### config.mk
export PLATFORM = sky130hd
export DESIGN_NAME = rwgm_ctrl
export DESIGN_NICKNAME = d
export VERILOG_FILES = /design/src/design/rwgm_pkg.sv /design/src/design/rwgm_ctrl.sv
export SDC_FILE = /design/constraint.sdc
export NUM_CORES = 1
export LEC_CHECK = 0
export BUFFER_PORTS_ARGS = -buffer_cell sky130_fd_sc_hd__buf_2
export CAP_MARGIN = 20
export CORE_AREA = 5 5 42 44
export DETAILED_ROUTE_END_ITERATION = 8
export DIE_AREA = 0 0 47 49
export PLACE_DENSITY_LB_ADDON = 0.05
export SLEW_MARGIN = 15
export SYNTH_ARGS = -nofsm -noshare
export SYNTH_HDL_FRONTEND = slang
export SYNTH_SLANG_ARGS = --single-unit
### constraint.sdc
create_clock -name clk -period 3.07 [get_ports clk]
set_clock_uncertainty 0.15 [all_clocks]
set_input_delay 0.4605 -clock clk [delete_from_list [all_inputs] [get_ports clk]]
set_output_delay 0.4605 -clock clk [all_outputs]
set_load 0.1 [all_outputs]
### src/design/rwgm_pkg.sv
// Shared types and constants for the rotated window grid merge block.
`default_nettype none
package rwgm_pkg;

	// Field widths of the stream items
	localparam int ADDR_W  = 16;
	localparam int CELL_W  = 8;
	localparam int LOC_W   = 6;
	localparam int FUNC_W  = 2;
	localparam int IN_TDATA_W = 40;

	// Datapath widths
	localparam int TRIG_W  = 16;   // Q2.14 cosine and sine
	localparam int SHIFT_W = 24;   // Q16.8 offsets in cells
	localparam int DELTA_W = 9;    // window offset i - half
	localparam int PROD_W  = TRIG_W + DELTA_W;
	localparam int ACC_W   = 32;   // Q.14 coordinate sum
	localparam int FRAC_W  = 14;
	localparam int CELLC_W = ACC_W - FRAC_W;
	localparam int SHIFT_ALIGN = 6; // Q.8 to Q.14

	// Configuration register map
	localparam int CFG_IDX_W     = 3;
	localparam int CFG_DATA_W    = 24;
	localparam int REGS_PER_GRID = 4;
	localparam int REG_COS       = 0;
	localparam int REG_SIN       = 1;
	localparam int REG_SHX       = 2;
	localparam int REG_SHY       = 3;
	localparam int NUM_GRIDS     = 2;

	localparam logic signed [TRIG_W-1:0] COS_RESET = 16'sd16384;

	// Occupancy codes
	localparam logic signed [CELL_W-1:0] OCC_VAL  = 8'sd100;
	localparam logic signed [CELL_W-1:0] FREE_VAL = 8'sd0;
	localparam logic signed [CELL_W-1:0] UNK_VAL  = -8'sd1;

	typedef enum logic [FUNC_W-1:0] {
		FN_WR_ONE = 2'd0,
		FN_WR_TWO = 2'd1,
		FN_QUERY  = 2'd2
	} func_t;

	typedef enum logic [2:0] {
		ST_IDLE,
		ST_SUM,
		ST_DIV,
		ST_IDX,
		ST_RD,
		ST_OUT
	} state_t;

	typedef struct packed {
		logic [NUM_GRIDS-1:0] wr_grid;
		logic mul_en;
		logic sum_en;
		logic div_en;
		logic idx_en;
		logic rd_en;
		logic out_load;
	} cmd_t;

	typedef struct packed {
		logic out_busy;
	} status_t;

endpackage
`default_nettype wire

### src/design/rwgm_ctrl.sv
// Controller: accepts items and steps the datapath through one query.
`default_nettype none
module rwgm_ctrl (
	input  wire logic                     clk,
	input  wire logic                     arst_n,
	input  wire logic                     s_tvalid,
	input  wire logic [rwgm_pkg::FUNC_W-1:0] s_func,
	output logic                          s_tready,
	input  wire rwgm_pkg::status_t        status,
	output rwgm_pkg::cmd_t                cmd
);
	import rwgm_pkg::*;

	state_t state_q, state_d;

	always_ff @(posedge clk or negedge arst_n) begin
		if (!arst_n) begin
			state_q <= ST_IDLE;
		end else begin
			state_q <= state_d;
		end
	end

	always_comb begin
		state_d  = state_q;
		s_tready = 1'b0;
		cmd      = '0;
		unique case (state_q)
			ST_IDLE: begin
				s_tready = 1'b1;
				if (s_tvalid) begin
					unique case (s_func)
						FN_WR_ONE: cmd.wr_grid[0] = 1'b1;
						FN_WR_TWO: cmd.wr_grid[1] = 1'b1;
						FN_QUERY: begin
							cmd.mul_en = 1'b1;
							state_d    = ST_SUM;
						end
						default: ; // unused code, item dropped
					endcase
				end
			end
			ST_SUM: begin
				cmd.sum_en = 1'b1;
				state_d    = ST_DIV;
			end
			ST_DIV: begin
				cmd.div_en = 1'b1;
				state_d    = ST_IDX;
			end
			ST_IDX: begin
				cmd.idx_en = 1'b1;
				state_d    = ST_RD;
			end
			ST_RD: begin
				cmd.rd_en = 1'b1;
				state_d   = ST_OUT;
			end
			ST_OUT: begin
				if (!status.out_busy) begin
					cmd.out_load = 1'b1;
					state_d      = ST_IDLE;
				end
			end
			default: state_d = ST_IDLE;
		endcase
	end

endmodule
`default_nettype wire

; Yosys cells after proc, flatten, opt, wreduce, memory -nomap -nowiden
; Cells that the tools add are included.
[totals]
ff_bits = 3
input_bits = 6
out_inout_bits = 9
elab_cells = 30
[classes]
eq_ne = 10
n_mux = 16
n_reduce_logical = 3
[op_table]
columns = operator, count
row1 = $pmux 3 s6, 1
row2 = $mux 3, 5
row3 = $mux 1, 10
row4 = $eq 3x2->1 const B, 2
row5 = $eq 3x3->1 const B, 2
row6 = $ne 2x2->1 const B, 2
row7 = $eq 3x1->1 const B, 1
row8 = $logic_not 3->1, 1
row9 = $reduce_and 3->1, 1
row10 = $eq 2x1->1 const B, 1
row11 = $eq 2x2->1 const B, 1
row12 = $logic_not 2->1, 1
row13 = $ne 2x1->1 const B, 1

; Logic depth before layout (Yosys ltp)
[logic_depth]
word_depth = 4
depth_mapped = 3
mapped_depth_nobuf = 2

; Worst setup path before layout
; No wires, ideal clock.
[synth_timing]
path_kind = input-to-output
startpoint = input s_func[0] (netlist bit)
endpoint = output cmd[5] (netlist bit)
t_arrival_ps = 3445
required_time_ps = 2459
path_slack_ps = -985
cell_stages = 2
path_buffers = 0
path_cell_list = nand3b_1 nor4_1
[synth_rtl]
columns = item, line_no
row1 = from (decl), rwgm_ctrl.sv:7  ; input wire logic [rwgm_pkg::FUNC_W-1:0] s_func,
row2 = to (decl), rwgm_ctrl.sv:10  ; output rwgm_pkg::cmd_t cmd

==> impl_metrics.ini <==
[timing]
min_period_ns = 2.18
rsz0062_at_grt = no
fin_crit_sh_pct = 70.9
fmax_mhz = 459
worst_pin_slew_ns = 0.489
fin_tns_setup_ns = 0
setup_viol = 0
slew_viol_final = 0
hold_viol = 0
slew_headroom_pct = 67.6

[setup_path]
rrSetupSlack_ns = 1.86
crit_required_ns = 2.46
critPathCaptureType = output pin
cp.buffers_inverters = 1
cp.arrival_ns = 1.57
path_class = reg2out
cp_cell_sequence = nor3_4 > and4b_1 > buf_2
crit_path_max_fanout = 8
critPathTopFamily = flip-flops
crit_path_start_kind = flop
cpMaxStageDelayCell = dfrtp_1
slowest_delay_ns = 0.47

[placed_design]
gp_congestion = 0.676
dp_hpwl_um = 451
port_buffers = 14

[layout]
seq_area_um2 = 75.1
syn2layout_area_growth_pct = 59.3
layout.nets = 47
top_register = state_q
multi_input_area_um2 = 151
num-fill-cells = 169
final_layout_size_suffix_gt1_share_pct = 52.5
top_regs = state_q (3)
n_antenna_cell = 0
largest_reg_flops = 3

[cts]
htree_levels = 1
path_clk_slew_ns = 0.04
cts_tree = built
cts-buffers-inserted = 3
clkSinkCount = 3
clock-root-buffer = clkbuf_4
clockBufferDepth = 2
clock_latency_ns = 0.23

[global_routing]
grt_pass1_vias = 243
grt_usage_pct = 5.92
antenna_found_initial = 0
grt_pass1_wl_um = 938
grt_max_degree = 10
gr-total-overflow = 0

[floorplanning]
core_um2 = 1400
fp.dieH_um = 49
die_w_um = 47
fp-row-count = 14
die-area_um2 = 2300
io_pins = 15
start_util_pct = 15.8

[synth]
synthCells = 22
yosys.area.top_type = dfrtp_1
async_flop_share_pct = 100
synth_seq_area_share_pct = 33.9
avgSynthCellArea_um2 = 10.1
synth_warnings = 0
synth_top_area_share_pct = 33.9
synth_edf_count = 0
syn_area_um2 = 221
synth_seq_cells = 3
synthTopCellsByArea = dfrtp_1, nor3b_2, and4bb_1
ys_types = 17
yosysMostFrequentCell = dfrtp_1
synth.net_count = 28
netlist_top_cells_count = dfrtp_1, nor2_1, nor2b_1, nor3b_2
synth_ff_type = dfrtp_1

[routing]
num_vias = 227
routed_wl_um = 567
postRouteAntennaNets = 0
dr.first_iter.drc_count = 1
remaining_drc_errors = 0
firstDrtPassIters = 2
vias_per_cell = 4.05
wl_per_cell_um = 10.1

[job]
maxCapViolCount = 0

[status]
outcome = complete, no violations

[worst_hold_path]
hold_class = in2reg
## worst register-to-register path: cells and delay by family (launching register included)
kind	cells	cell delay, ns
and+or+nand+nor	1	0.24
AOI/OAI and AO/OA	1	0.15
DFF	1	0.55
## final cells by class
class                   count  area share, %
clock buffers               4           7.45
multi-input cells          18           42.9
flip-flops and latches      3           21.3
well taps                  16           5.67
repair buffers             15           22.7
## path summary, 6_finish.rpt
kind	from	end	depth (start not counted)
worst max-delay path	state_q[1]	cmd[7]	3
max in group asynchronous	arst_n	state_q[2]	2
worst min register to register	state_q[0]	state_q[0]	1
worst min-delay path	status	state_q[0]	3
min in group asynchronous	arst_n	state_q[0]	2
worst max register to register	state_q[2]	state_q[2]	2
## cell families after synthesis
kind of cell | synth area share, %
AO/OA/AOI/OAI | 7.35
flip-flops | 33.9
AND/OR/NAND/NOR | 55.4
buffers and inverters | 3.39
## cell usage in the layout (no fill, tap or decap)
master         Yosys  final
nor4_2             0      1
nand2b_1           1      1
nor2_1             2      2
dlygate4sd3_1      0      1
dfrtp_1            3      3
and4bb_1           1      1
nor3_4             0      1
clkbuf_1           0      1
nor3b_2            2      2
or2_1              1      1
a221oi_1           1      1
buf_2              0     14
and2_1             1      1
and4b_1            1      1
nand3b_1           1      1
nand2_1            1      1
o21bai_1           1      1
nor2b_1            2      2
clkbuf_4           0      3
and3b_1            1      1
## layer usage
| metal | routed length, um | GRT usage [%] |
|---|---|---|
| met5 | 0 | 0 |
| met4 | 0 | 8.29 |
| met3 | 39 | 0 |
| met1 | 217 | 5.96 |
| met2 | 310 | 8.82 |
## per-stage QoR
step	utilization (%)	instances	hold slack, ns	area, um2	setup slack, ns
floorplan	-	22	0.0149	234	0.189
global placement	22.6	51	0.105	317	1.11
detailed placement	22.6	51	0.107	317	1.11
CTS	25.2	56	0.359	353	0.861
global route	25.2	56	0.375	353	0.804
finish	25.2	56	0.369	353	0.894
## timing repair
action | CTS | global route
hold buffers | 1 | 0
resized for setup | 0 | 0
endpoints found under the hold margin | 3 | 0
buffers inserted | 0 | 0
Power is left out: the tool's default activity adds up to more than one toggle a clock period on the data nets, which glitch-free logic cannot reach.
